**config.mk**
```make
export PLATFORM = sky130hd
export DESIGN_NAME = grid_dot_edge_tracer
export DESIGN_NICKNAME = d
export VERILOG_FILES = /design/src/gdet_pkg.sv /design/src/gdet_ram.sv /design/src/gdet_walker.sv /design/src/grid_dot_edge_tracer.sv
export SDC_FILE = /design/constraint.sdc
export NUM_CORES = 2
export LEC_CHECK = 0
export ABC_AREA = 1
export ABC_CLOCK_PERIOD_IN_PS = 18100
export BUFFER_PORTS_ARGS = -buffer_cell sky130_fd_sc_hd__buf_2
export CORE_MARGIN = 1.5
export CORE_UTILIZATION = 40
export DETAILED_ROUTE_END_ITERATION = 16
export GPL_TIMING_DRIVEN = 0
export PLACE_DENSITY = 0.61
export REMOVE_ABC_BUFFERS = 1
export SYNTH_ARGS = -nofsm -noshare
export SYNTH_HDL_FRONTEND = slang
export SYNTH_SLANG_ARGS = --single-unit
```
**constraint.sdc**
```tcl
create_clock -name clk -period 18.1 [get_ports clk]
set_input_delay 2.715 -clock clk [delete_from_list [all_inputs] [get_ports clk]]
set_output_delay 2.715 -clock clk [all_outputs]
set_load 0.02 [all_outputs]
```
**src/gdet_pkg.sv**
```systemverilog
`timescale 1ns / 1ps
// Shared constants, types and helper functions of the grid dot edge tracer.
package gdet_pkg;

    localparam int GRID      = 5;
    localparam int NCELL     = GRID * GRID;
    localparam int NHORIZ    = GRID * (GRID - 1);
    localparam int NEDGE     = 2 * GRID * (GRID - 1);
    localparam int CRD_W     = $clog2(GRID);
    localparam int CELL_W    = $clog2(NCELL);
    localparam int EDGE_W    = $clog2(NEDGE);
    localparam int SP_W      = $clog2(NEDGE + 2);
    localparam int ST_AW     = $clog2(NEDGE);
    localparam int DOT_W     = 10;
    localparam int CFG_W     = 10;
    localparam int CFG_IDX_W = 1;
    localparam int POS_W     = 13;
    localparam int PACK_W    = 2 * POS_W;

    localparam logic [CFG_IDX_W-1:0] REG_CELL_WIDTH  = 1'd0;
    localparam logic [CFG_IDX_W-1:0] REG_CELL_HEIGHT = 1'd1;

    localparam logic [CFG_W-1:0] CELL_WIDTH_RST  = 10'd128;
    localparam logic [CFG_W-1:0] CELL_HEIGHT_RST = 10'd96;

    typedef enum logic [1:0] {
        DIR_TOP    = 2'd0,
        DIR_RIGHT  = 2'd1,
        DIR_BOTTOM = 2'd2,
        DIR_LEFT   = 2'd3
    } dir_t;

    typedef enum logic [2:0] {
        ST_IDLE,
        ST_START,
        ST_WALK,
        ST_POP,
        ST_EMIT,
        ST_FINISH,
        ST_CLEAR
    } walk_state_t;

    typedef struct packed {
        logic [CRD_W-1:0] cx;
        logic [CRD_W-1:0] cy;
        dir_t             dir;
    } stack_entry_t;

    typedef struct packed {
        logic              ok;
        logic [CRD_W-1:0]  nbx;
        logic [CRD_W-1:0]  nby;
        logic [CELL_W-1:0] nb_cell;
        logic [EDGE_W-1:0] eidx;
    } step_t;

    typedef struct packed {
        logic             found;
        logic [CRD_W-1:0] cx;
        logic [CRD_W-1:0] cy;
    } start_t;

    typedef struct packed {
        logic [CELL_W-1:0] addr_a;
        logic [CELL_W-1:0] addr_b;
    } pos_rd_t;

    typedef struct packed {
        logic [POS_W-1:0] start_x;
        logic [POS_W-1:0] start_y;
        logic [POS_W-1:0] end_x;
        logic [POS_W-1:0] end_y;
        logic             segment_valid;
        logic             last_segment;
    } seg_t;

    function automatic logic [CELL_W-1:0] cell_of(logic [CRD_W-1:0] cx,
                                                  logic [CRD_W-1:0] cy);
        int c;
        c = int'(cx) * GRID + int'(cy);
        return CELL_W'(c);
    endfunction

    // Neighbor and edge index one step from (cx, cy) toward d.
    function automatic step_t edge_step(stack_entry_t t);
        step_t s;
        int    e;
        s.ok  = 1'b0;
        s.nbx = t.cx;
        s.nby = t.cy;
        e     = 0;
        case (t.dir)
            DIR_TOP:
            begin
                if (t.cy != '0)
                begin
                    s.ok  = 1'b1;
                    s.nby = t.cy - CRD_W'(1);
                    e     = NHORIZ + int'(t.cx) * (GRID - 1) + int'(t.cy) - 1;
                end
            end
            DIR_RIGHT:
            begin
                if (t.cx < CRD_W'(GRID - 1))
                begin
                    s.ok  = 1'b1;
                    s.nbx = t.cx + CRD_W'(1);
                    e     = int'(t.cy) * (GRID - 1) + int'(t.cx);
                end
            end
            DIR_BOTTOM:
            begin
                if (t.cy < CRD_W'(GRID - 1))
                begin
                    s.ok  = 1'b1;
                    s.nby = t.cy + CRD_W'(1);
                    e     = NHORIZ + int'(t.cx) * (GRID - 1) + int'(t.cy);
                end
            end
            default:
            begin
                if (t.cx != '0)
                begin
                    s.ok  = 1'b1;
                    s.nbx = t.cx - CRD_W'(1);
                    e     = int'(t.cy) * (GRID - 1) + int'(t.cx) - 1;
                end
            end
        endcase
        s.nb_cell = cell_of(s.nbx, s.nby);
        s.eidx    = EDGE_W'(e);
        return s;
    endfunction

    // Bottom row first, right column first within a row.
    function automatic start_t find_start(logic [NCELL-1:0] occ);
        start_t r;
        r = '0;
        for (int y = 0; y < GRID; y++)
        begin
            for (int x = 0; x < GRID; x++)
            begin
                if (occ[x * GRID + y])
                begin
                    r.found = 1'b1;
                    r.cx    = CRD_W'(x);
                    r.cy    = CRD_W'(y);
                end
            end
        end
        return r;
    endfunction

endpackage

```
**src/gdet_ram.sv**
```systemverilog
`timescale 1ns / 1ps
// Generic single-write, single-read RAM with registered read data.
module gdet_ram #(
    parameter int WIDTH = 8,
    parameter int DEPTH = 16,
    localparam int AW   = (DEPTH > 1) ? $clog2(DEPTH) : 1
) (
    input  logic             clk,
    input  logic             we,
    input  logic [AW-1:0]    waddr,
    input  logic [WIDTH-1:0] wdata,
    input  logic [AW-1:0]    raddr,
    output logic [WIDTH-1:0] rdata
);

    logic [WIDTH-1:0] mem [DEPTH];

    always_ff @(posedge clk)
    begin
        if (we)
        begin
            mem[waddr] <= wdata;
        end
        rdata <= mem[raddr];
    end

endmodule

```
**src/gdet_walker.sv**
```systemverilog
`timescale 1ns / 1ps
// Depth-first edge walk over the loaded grid with a RAM-backed stack.
module gdet_walker
    import gdet_pkg::*;
(
    input  logic              clk,
    input  logic              rst_n,
    input  logic              start,
    input  logic [NCELL-1:0]  occ,
    input  logic [PACK_W-1:0] pos_a,
    input  logic [PACK_W-1:0] pos_b,
    input  logic              out_ready,
    output pos_rd_t           rd,
    output logic              busy,
    output logic              out_valid,
    output seg_t              seg
);

    walk_state_t  state_reg, state_next;
    stack_entry_t top_reg, top_next;
    logic [SP_W-1:0]   sp_reg, sp_next;
    logic [EDGE_W-1:0] clr_reg, clr_next;
    seg_t         pend_reg, pend_next;
    logic         pend_valid_reg, pend_valid_next;
    seg_t         out_reg, out_next;
    logic         out_valid_reg, out_valid_next;

    logic             st_we;
    logic [ST_AW-1:0] st_waddr;
    logic [ST_AW-1:0] st_raddr;
    stack_entry_t     st_wdata;
    stack_entry_t     st_rdata;

    logic              eu_we;
    logic [EDGE_W-1:0] eu_waddr;
    logic              eu_wdata;
    logic [EDGE_W-1:0] eu_raddr;
    logic              eu_rdata;

    step_t  step;
    step_t  step_ahead;
    start_t start_hit;
    logic   take;
    logic   last_dir;
    logic   slot_free;

    gdet_ram #(
        .WIDTH($bits(stack_entry_t)),
        .DEPTH(NEDGE)
    ) u_stack (
        .clk  (clk),
        .we   (st_we),
        .waddr(st_waddr),
        .wdata(st_wdata),
        .raddr(st_raddr),
        .rdata(st_rdata)
    );

    // Used-edge flags, cleared by a pass over every entry after each grid.
    gdet_ram #(
        .WIDTH(1),
        .DEPTH(NEDGE)
    ) u_edge_used (
        .clk  (clk),
        .we   (eu_we),
        .waddr(eu_waddr),
        .wdata(eu_wdata),
        .raddr(eu_raddr),
        .rdata(eu_rdata)
    );

    assign step       = edge_step(top_reg);
    assign start_hit  = find_start(occ);
    assign take       = step.ok && occ[step.nb_cell] && !eu_rdata;
    assign last_dir   = (top_reg.dir == DIR_LEFT);
    assign slot_free  = !out_valid_reg || out_ready;

    // Fetch the flag of the edge that the next cycle's top will try.
    assign step_ahead = edge_step(top_next);
    assign eu_raddr   = step_ahead.eidx;

    // Entry below the top sits at sp - 2; the top itself lives in top_reg.
    assign st_raddr  = ST_AW'(sp_reg - SP_W'(2));
    assign st_waddr  = ST_AW'(sp_reg - SP_W'(1));

    always_comb
    begin
        state_next = state_reg;
        case (state_reg)
            ST_IDLE:
            begin
                if (start)
                begin
                    state_next = ST_START;
                end
            end
            ST_START:
            begin
                state_next = start_hit.found ? ST_WALK : ST_FINISH;
            end
            ST_WALK:
            begin
                if (take)
                begin
                    if (slot_free)
                    begin
                        state_next = ST_EMIT;
                    end
                end
                else if (last_dir)
                begin
                    state_next = (sp_reg == SP_W'(1)) ? ST_FINISH : ST_POP;
                end
            end
            ST_POP:
            begin
                state_next = ST_WALK;
            end
            ST_EMIT:
            begin
                state_next = ST_WALK;
            end
            ST_FINISH:
            begin
                if (slot_free)
                begin
                    state_next = ST_CLEAR;
                end
            end
            ST_CLEAR:
            begin
                if (clr_reg == EDGE_W'(NEDGE - 1))
                begin
                    state_next = ST_IDLE;
                end
            end
            default:
            begin
                state_next = ST_IDLE;
            end
        endcase
    end

    always_comb
    begin
        top_next        = top_reg;
        sp_next         = sp_reg;
        clr_next        = clr_reg;
        pend_next       = pend_reg;
        pend_valid_next = pend_valid_reg;
        out_next        = out_reg;
        out_valid_next  = out_valid_reg && !out_ready;
        st_we           = 1'b0;
        st_wdata        = top_reg;
        eu_we           = 1'b0;
        eu_waddr        = step.eidx;
        eu_wdata        = 1'b1;
        rd.addr_a       = cell_of(top_reg.cx, top_reg.cy);
        rd.addr_b       = step.nb_cell;
        case (state_reg)
            ST_START:
            begin
                if (start_hit.found)
                begin
                    top_next.cx  = start_hit.cx;
                    top_next.cy  = start_hit.cy;
                    top_next.dir = DIR_TOP;
                    sp_next      = SP_W'(1);
                end
            end
            ST_WALK:
            begin
                if (take)
                begin
                    if (slot_free)
                    begin
                        eu_we        = 1'b1;
                        top_next.cx  = step.nbx;
                        top_next.cy  = step.nby;
                        top_next.dir = DIR_TOP;
                        // Keep the current cell below the new top unless it is spent.
                        if (!last_dir)
                        begin
                            st_we        = 1'b1;
                            st_wdata.dir = dir_t'(2'(top_reg.dir) + 2'd1);
                            sp_next      = sp_reg + SP_W'(1);
                        end
                    end
                end
                else if (last_dir)
                begin
                    sp_next = sp_reg - SP_W'(1);
                end
                else
                begin
                    top_next.dir = dir_t'(2'(top_reg.dir) + 2'd1);
                end
            end
            ST_POP:
            begin
                top_next = st_rdata;
            end
            ST_EMIT:
            begin
                // Hold one segment back so the final one can carry the last flag.
                if (pend_valid_reg)
                begin
                    out_next       = pend_reg;
                    out_valid_next = 1'b1;
                end
                pend_next.start_x       = pos_a[POS_W-1:0];
                pend_next.start_y       = pos_a[PACK_W-1:POS_W];
                pend_next.end_x         = pos_b[POS_W-1:0];
                pend_next.end_y         = pos_b[PACK_W-1:POS_W];
                pend_next.segment_valid = 1'b1;
                pend_next.last_segment  = 1'b0;
                pend_valid_next         = 1'b1;
            end
            ST_FINISH:
            begin
                if (slot_free)
                begin
                    if (pend_valid_reg)
                    begin
                        out_next = pend_reg;
                    end
                    else
                    begin
                        out_next = '0;
                    end
                    out_next.last_segment = 1'b1;
                    out_valid_next        = 1'b1;
                    pend_valid_next       = 1'b0;
                    sp_next               = '0;
                    clr_next              = '0;
                end
            end
            ST_CLEAR:
            begin
                eu_we    = 1'b1;
                eu_waddr = clr_reg;
                eu_wdata = 1'b0;
                clr_next = clr_reg + EDGE_W'(1);
            end
            default:
            begin
            end
        endcase
    end

    always_ff @(posedge clk or negedge rst_n)
    begin
        if (!rst_n)
        begin
            state_reg      <= ST_CLEAR;
            sp_reg         <= '0;
            clr_reg        <= '0;
            pend_valid_reg <= 1'b0;
            out_valid_reg  <= 1'b0;
        end
        else
        begin
            state_reg      <= state_next;
            sp_reg         <= sp_next;
            clr_reg        <= clr_next;
            pend_valid_reg <= pend_valid_next;
            out_valid_reg  <= out_valid_next;
        end
    end

    always_ff @(posedge clk)
    begin
        top_reg  <= top_next;
        pend_reg <= pend_next;
        out_reg  <= out_next;
    end

    assign busy      = (state_reg != ST_IDLE);
    assign out_valid = out_valid_reg;
    assign seg       = out_reg;

    a_sp_bound: assert property (@(posedge clk) disable iff (!rst_n)
        sp_reg <= SP_W'(NEDGE + 1))
        else $error("walk stack pointer beyond capacity");

    a_emit_slot: assert property (@(posedge clk) disable iff (!rst_n)
        state_reg == ST_EMIT |-> !out_valid_reg)
        else $error("output register busy when a segment moves out");

    a_idle_clean: assert property (@(posedge clk) disable iff (!rst_n)
        state_reg == ST_IDLE |-> (!pend_valid_reg && sp_reg == '0))
        else $error("walk state left over after a grid");

    a_clear_quiet: assert property (@(posedge clk) disable iff (!rst_n)
        state_reg == ST_CLEAR |-> (!pend_valid_reg && sp_reg == '0))
        else $error("walk still active during the flag clearing pass");

    a_last_ends: assert property (@(posedge clk) disable iff (!rst_n)
        $rose(out_valid_reg) && out_reg.last_segment |-> state_reg == ST_CLEAR)
        else $error("last beat issued while the walk is still running");

endmodule

```
**src/grid_dot_edge_tracer.sv**
```systemverilog
`timescale 1ns / 1ps
// Top level: configuration, cell loading into position RAM, and the edge walker.
//
// Usage:
//   Dots enter on the in channel (in_valid/in_ready, dot_x/dot_y), one per
//   grid cell, column by column, GRID*GRID beats per grid. A loading beat is
//   taken every cycle while in_ready is high; no result comes out for it.
//   After the last beat of a grid the walker runs. It tries the directions
//   of the top cell in turn, with an extra step per emitted edge (position
//   RAM read) and per pop (stack RAM read), plus one start and one finish
//   step. The used-edge flags are then cleared over all NEDGE (40) entries;
//   in_ready stays low from the walk start until that pass is done.
//   Results leave on the out channel (out_valid/out_ready): one beat per
//   segment, or one empty marker beat with segment_valid low. last_segment
//   marks the final beat of a grid. One segment is held back so the last
//   flag is known, so a segment appears after the next is found or the walk
//   ends. A stalled receiver stops the walk at the next found edge; nothing
//   drops. cfg_write/cfg_index/cfg_data set cell_width and cell_height, to be
//   written while the block is idle. Reset restores 128 and 96, runs the
//   flag clearing pass with in_ready low, then takes a fresh grid.
module grid_dot_edge_tracer
    import gdet_pkg::*;
(
    input  logic                 clk,
    input  logic                 rst_n,
    input  logic                 cfg_write,
    input  logic [CFG_IDX_W-1:0] cfg_index,
    input  logic [CFG_W-1:0]     cfg_data,
    input  logic                 in_valid,
    output logic                 in_ready,
    input  logic [DOT_W-1:0]     dot_x,
    input  logic [DOT_W-1:0]     dot_y,
    output logic                 out_valid,
    input  logic                 out_ready,
    output logic [POS_W-1:0]     start_x,
    output logic [POS_W-1:0]     start_y,
    output logic [POS_W-1:0]     end_x,
    output logic [POS_W-1:0]     end_y,
    output logic                 segment_valid,
    output logic                 last_segment
);

    logic [CFG_W-1:0]  cell_width_reg, cell_width_next;
    logic [CFG_W-1:0]  cell_height_reg, cell_height_next;
    logic [CRD_W-1:0]  load_cx_reg, load_cx_next;
    logic [CRD_W-1:0]  load_cy_reg, load_cy_next;
    logic [NCELL-1:0]  occ_reg, occ_next;

    logic              load;
    logic              grid_done;
    logic [CELL_W-1:0] load_cell;
    logic [POS_W-1:0]  pos_x;
    logic [POS_W-1:0]  pos_y;
    logic [PACK_W-1:0] pos_w;
    logic [PACK_W-1:0] pos_a;
    logic [PACK_W-1:0] pos_b;
    pos_rd_t           rd;
    logic              busy;
    seg_t              seg;

    assign load      = in_valid && in_ready;
    assign in_ready  = !busy;
    assign load_cell = cell_of(load_cx_reg, load_cy_reg);
    assign grid_done = load && (load_cx_reg == CRD_W'(GRID - 1))
                            && (load_cy_reg == CRD_W'(GRID - 1));

    assign pos_x = POS_W'(dot_x) + POS_W'(cell_width_reg) * POS_W'(load_cx_reg);
    assign pos_y = POS_W'(dot_y) + POS_W'(cell_height_reg) * POS_W'(load_cy_reg);
    assign pos_w = {pos_y, pos_x};

    always_comb
    begin
        cell_width_next  = cell_width_reg;
        cell_height_next = cell_height_reg;
        if (cfg_write)
        begin
            case (cfg_index)
                REG_CELL_WIDTH:  cell_width_next  = cfg_data;
                REG_CELL_HEIGHT: cell_height_next = cfg_data;
                default:
                begin
                end
            endcase
        end
    end

    always_comb
    begin
        load_cx_next = load_cx_reg;
        load_cy_next = load_cy_reg;
        occ_next     = occ_reg;
        if (load)
        begin
            occ_next[load_cell] = (dot_x != '0) && (dot_y != '0);
            // Advance down the column, then to the next column; wrap at the grid end.
            if (load_cy_reg == CRD_W'(GRID - 1))
            begin
                load_cy_next = '0;
                if (load_cx_reg == CRD_W'(GRID - 1))
                begin
                    load_cx_next = '0;
                end
                else
                begin
                    load_cx_next = load_cx_reg + CRD_W'(1);
                end
            end
            else
            begin
                load_cy_next = load_cy_reg + CRD_W'(1);
            end
        end
    end

    always_ff @(posedge clk or negedge rst_n)
    begin
        if (!rst_n)
        begin
            cell_width_reg  <= CELL_WIDTH_RST;
            cell_height_reg <= CELL_HEIGHT_RST;
            load_cx_reg     <= '0;
            load_cy_reg     <= '0;
            occ_reg         <= '0;
        end
        else
        begin
            cell_width_reg  <= cell_width_next;
            cell_height_reg <= cell_height_next;
            load_cx_reg     <= load_cx_next;
            load_cy_reg     <= load_cy_next;
            occ_reg         <= occ_next;
        end
    end

    // Two copies of the position store give both segment ends in one read.
    gdet_ram #(
        .WIDTH(PACK_W),
        .DEPTH(NCELL)
    ) u_pos_a (
        .clk  (clk),
        .we   (load),
        .waddr(load_cell),
        .wdata(pos_w),
        .raddr(rd.addr_a),
        .rdata(pos_a)
    );

    gdet_ram #(
        .WIDTH(PACK_W),
        .DEPTH(NCELL)
    ) u_pos_b (
        .clk  (clk),
        .we   (load),
        .waddr(load_cell),
        .wdata(pos_w),
        .raddr(rd.addr_b),
        .rdata(pos_b)
    );

    gdet_walker u_walker (
        .clk      (clk),
        .rst_n    (rst_n),
        .start    (grid_done),
        .occ      (occ_reg),
        .pos_a    (pos_a),
        .pos_b    (pos_b),
        .out_ready(out_ready),
        .rd       (rd),
        .busy     (busy),
        .out_valid(out_valid),
        .seg      (seg)
    );

    assign start_x       = seg.start_x;
    assign start_y       = seg.start_y;
    assign end_x         = seg.end_x;
    assign end_y         = seg.end_y;
    assign segment_valid = seg.segment_valid;
    assign last_segment  = seg.last_segment;

endmodule
```
==> run summary <==
Post-route cell area: 67400 um2
Synth area leaders: edfxtp_1 (57%), o21ai_0 (9.2%), nor2_1 (5.9%), nand2_1 (3.0%), dfrtp_1 (2.7%)
CTS resizes: 0
Total number of H-tree levels: 4
GRT Overall Usage: 23.3%
Worst reg-to-reg path cell count: 35
Cell variety after synth: 63
Final Hold Vio Count: 0
RSZ-0062 raised after global routing: no
Site Rows: 140
DRC: 0
Max_slew headroom: 6.16%
Die Area: 149000 um2
First-pass GRT wire length: 266 mm
Sequential-to-total area share from yosys stat: 62.2%
Layout Utilization: 46.2%
CP Launch Point: u_walker.st_wdata[3]
Final clock skew: 0.0351 ns
Placed Instances: 7432
Hold Path Class: register to register
Most frequent cell on the critical path: nand2_1
Largest net degree at the start of global routing: 155
Reg2Reg Setup Slack: 8.55 ns
Core area: 146000 um2
Drt initial violations: 5130
CTS Buffer Depth: 3
CP Capture Type: register
Post-CTS setup buffers: 0
Yosys reg bits: 1253
Commonest non-fill, non-tap cell in the layout: edfxtp_1
Area grow syn2layout: 14.5%
Fin nets: 5823
Synth area leader: edfxtp_1
Placer Congestion: 0.849
Crit path largest cell delay: 1.05 ns
Main synth FF type: edfxtp_1
Number of fill cells in the layout: 13100
Non-filler cells, final: 7685
Area of the mapped netlist: 58800 um2
Antenna-violating nets left: 0
Post-DP HPWL: 103 mm
Synthesized instance count: 5696
Critical Path RT: 18.78 ns
Run status: complete, no violations
Reg2reg end: u_walker.u_edge_used.rdata
Setup violations, final: 0
Reg with most FFs: u_pos_b.mem
Initial core utilization: 40.4%
Remaining global-route overflow: 0
Worst-path clk slew: 0.06 ns
Clock Tree Root: clkbuf_16
FFs w/ async S/R, synth: 5.43%
Crit Path Class: register to register
Synthesized area per cell: 10.3 um2
Layout cells sized above 1: 9.10%
Final WS setup: 8.55 ns
Crit. path cell count: 35
Detailed Route WL: 179 mm
Initial antenna violation count: 0
Startpoint Class: register
Area share of the largest cell type after synthesis: 57.0%
CTS Buf Count: 135
Vias/cell: 5.88
Max reg flops: 650
Pre-CTS WS: 8.64 ns
Worst slew pin tran: 1.41 ns
Max stage delay cell, worst path: inv_2
Die height: 386 um
Routed vias: 45200
Synth Warn #: 0
Die W: 386 um
1st-pass router iterations: 6
Final Slew Violations: 0
Max Cap Viol: 0
Vias in the first global route: 43200
Top delay family on crit path: simple AND/OR/NAND/NOR gates
Footprint of the multi-input gates: 19700 um2
Crit-path max FO: 55
Port bufs: 91
Routed len/inst: 23.3 um
Cts hold-fix bufs: 0
Sequential cell area: 36600 um2
Post-synth EDFFs: 1116
Placed cell area: 62800 um2
Clock sink count: 1253
Min Clock Period, post-route: 9.55 ns
CTS tree: done
CP Capture Point: u_walker.u_edge_used.rdata
Fin crit share: 52.8%
# IOs: 92
FF-to-FF Start: u_walker.st_wdata[3]
Max Clk Rate: 105 MHz
Buf+Inv Stages, Crit Path: 4
Clk_lat worst skew: 0.80 ns
Arrival @ worst endpoint: 10.23 ns
Most frequent cells in the layout: edfxtp_1 (1116), o21ai_0 (1081), nor2_1 (902), nand2_1 (465), inv_1 (370)
==> worst min path at each step <==
stage / from / endpoint / slack [ns] / cells past startpoint
2_1_floorplan: u_pos_b.rdata[21] / u_walker.pend_reg[10] / 0.39 / 0
3_3_place_gp: u_pos_a.rdata[3] / u_walker.pend_reg[44] / 0.39 / 0
3_5_place_dp: u_pos_b.rdata[3] / u_walker.pend_reg[18] / 0.39 / 0
4_1_cts: u_pos_b.rdata[15] / u_walker.pend_reg[4] / 0.37 / 0
5_1_grt: u_pos_b.rdata[15] / u_walker.pend_reg[4] / 0.39 / 0
6_report: u_pos_b.rdata[15] / u_walker.pend_reg[4] / 0.37 / 0
==> layout make-up <==
cell class	instances	area share, %
Antenna cell	1	0.00372
Clock buffer	182	5.46
Clock inverter	70	1.25
Inverter	402	2.32
Multi-Input combinational cell	3668	29.3
Sequential cell	1253	54.4
Tap cell	1917	3.56
Timing Repair Buffer	192	3.78
==> cell usage after synthesis (5+ instances only) <==
cell and n:
nand3b_1 8, o22ai_1 196, dfrtp_1 63, inv_2 15
edfxtp_1 1116, a41oi_1 13, a32oi_1 5, nor3_1 10
a211oi_1 23, inv_1 378, o221ai_1 49, dfxtp_1 69
nand3_1 201, fa_1 37, nand2_1 468, nor4_1 7
o21a_1 6, o2111ai_1 5, a21oi_1 290, nand4_1 18
clkbuf_1 337, o21ai_0 1083, o21ai_1 6, buf_1 23
xnor2_1 12, o32ai_1 10, xor2_1 33, dfstp_2 5
nand2_2 10, ha_1 98, o211ai_1 81, mux2i_1 11
nor2_1 927, a31oi_1 18, buf_2 8
==> per-stage QoR <==
| stage | hold WS, ns | setup TNS, ns |
|---|---|---|
| floorplan | 0.386 | 0 |
| global placement | 0.386 | -4897.42 |
| detailed placement | 0.389 | 0 |
| CTS | 0.373 | 0 |
| global route | 0.388 | 0 |
| finish | 0.374 | 0 |
==> cell families (layout without fill, tap and decap cells) <==
kind of cell	after synthesis	count (layout)	synth area share [%]
xor gates and xnor gates	45	45	0.670
AOI/OAI and AO/OA	1801	1801	16.9
other	0	1	0
and+or+nand+nor	1676	1676	11.7
muxes	11	11	0.187
buffers and inverters	775	846	5.04
DFF	1253	1253	62.2
adders and majority gates	135	135	3.34
==> routing by layer <==
layer	vias up	GRT usage [%]	routed length (um)	share of wire (%)
li1	20300	-	-	-
met1	22100	31.3	72100	40
met2	2360	36.9	82000	46
met3	498	4.04	16700	9.3
met4	0	10.8	7970	4.5
met5	-	0	0	0
Power is not shown: default switching activity piles up to over one toggle a cycle in this logic, so the estimate is an artifact.
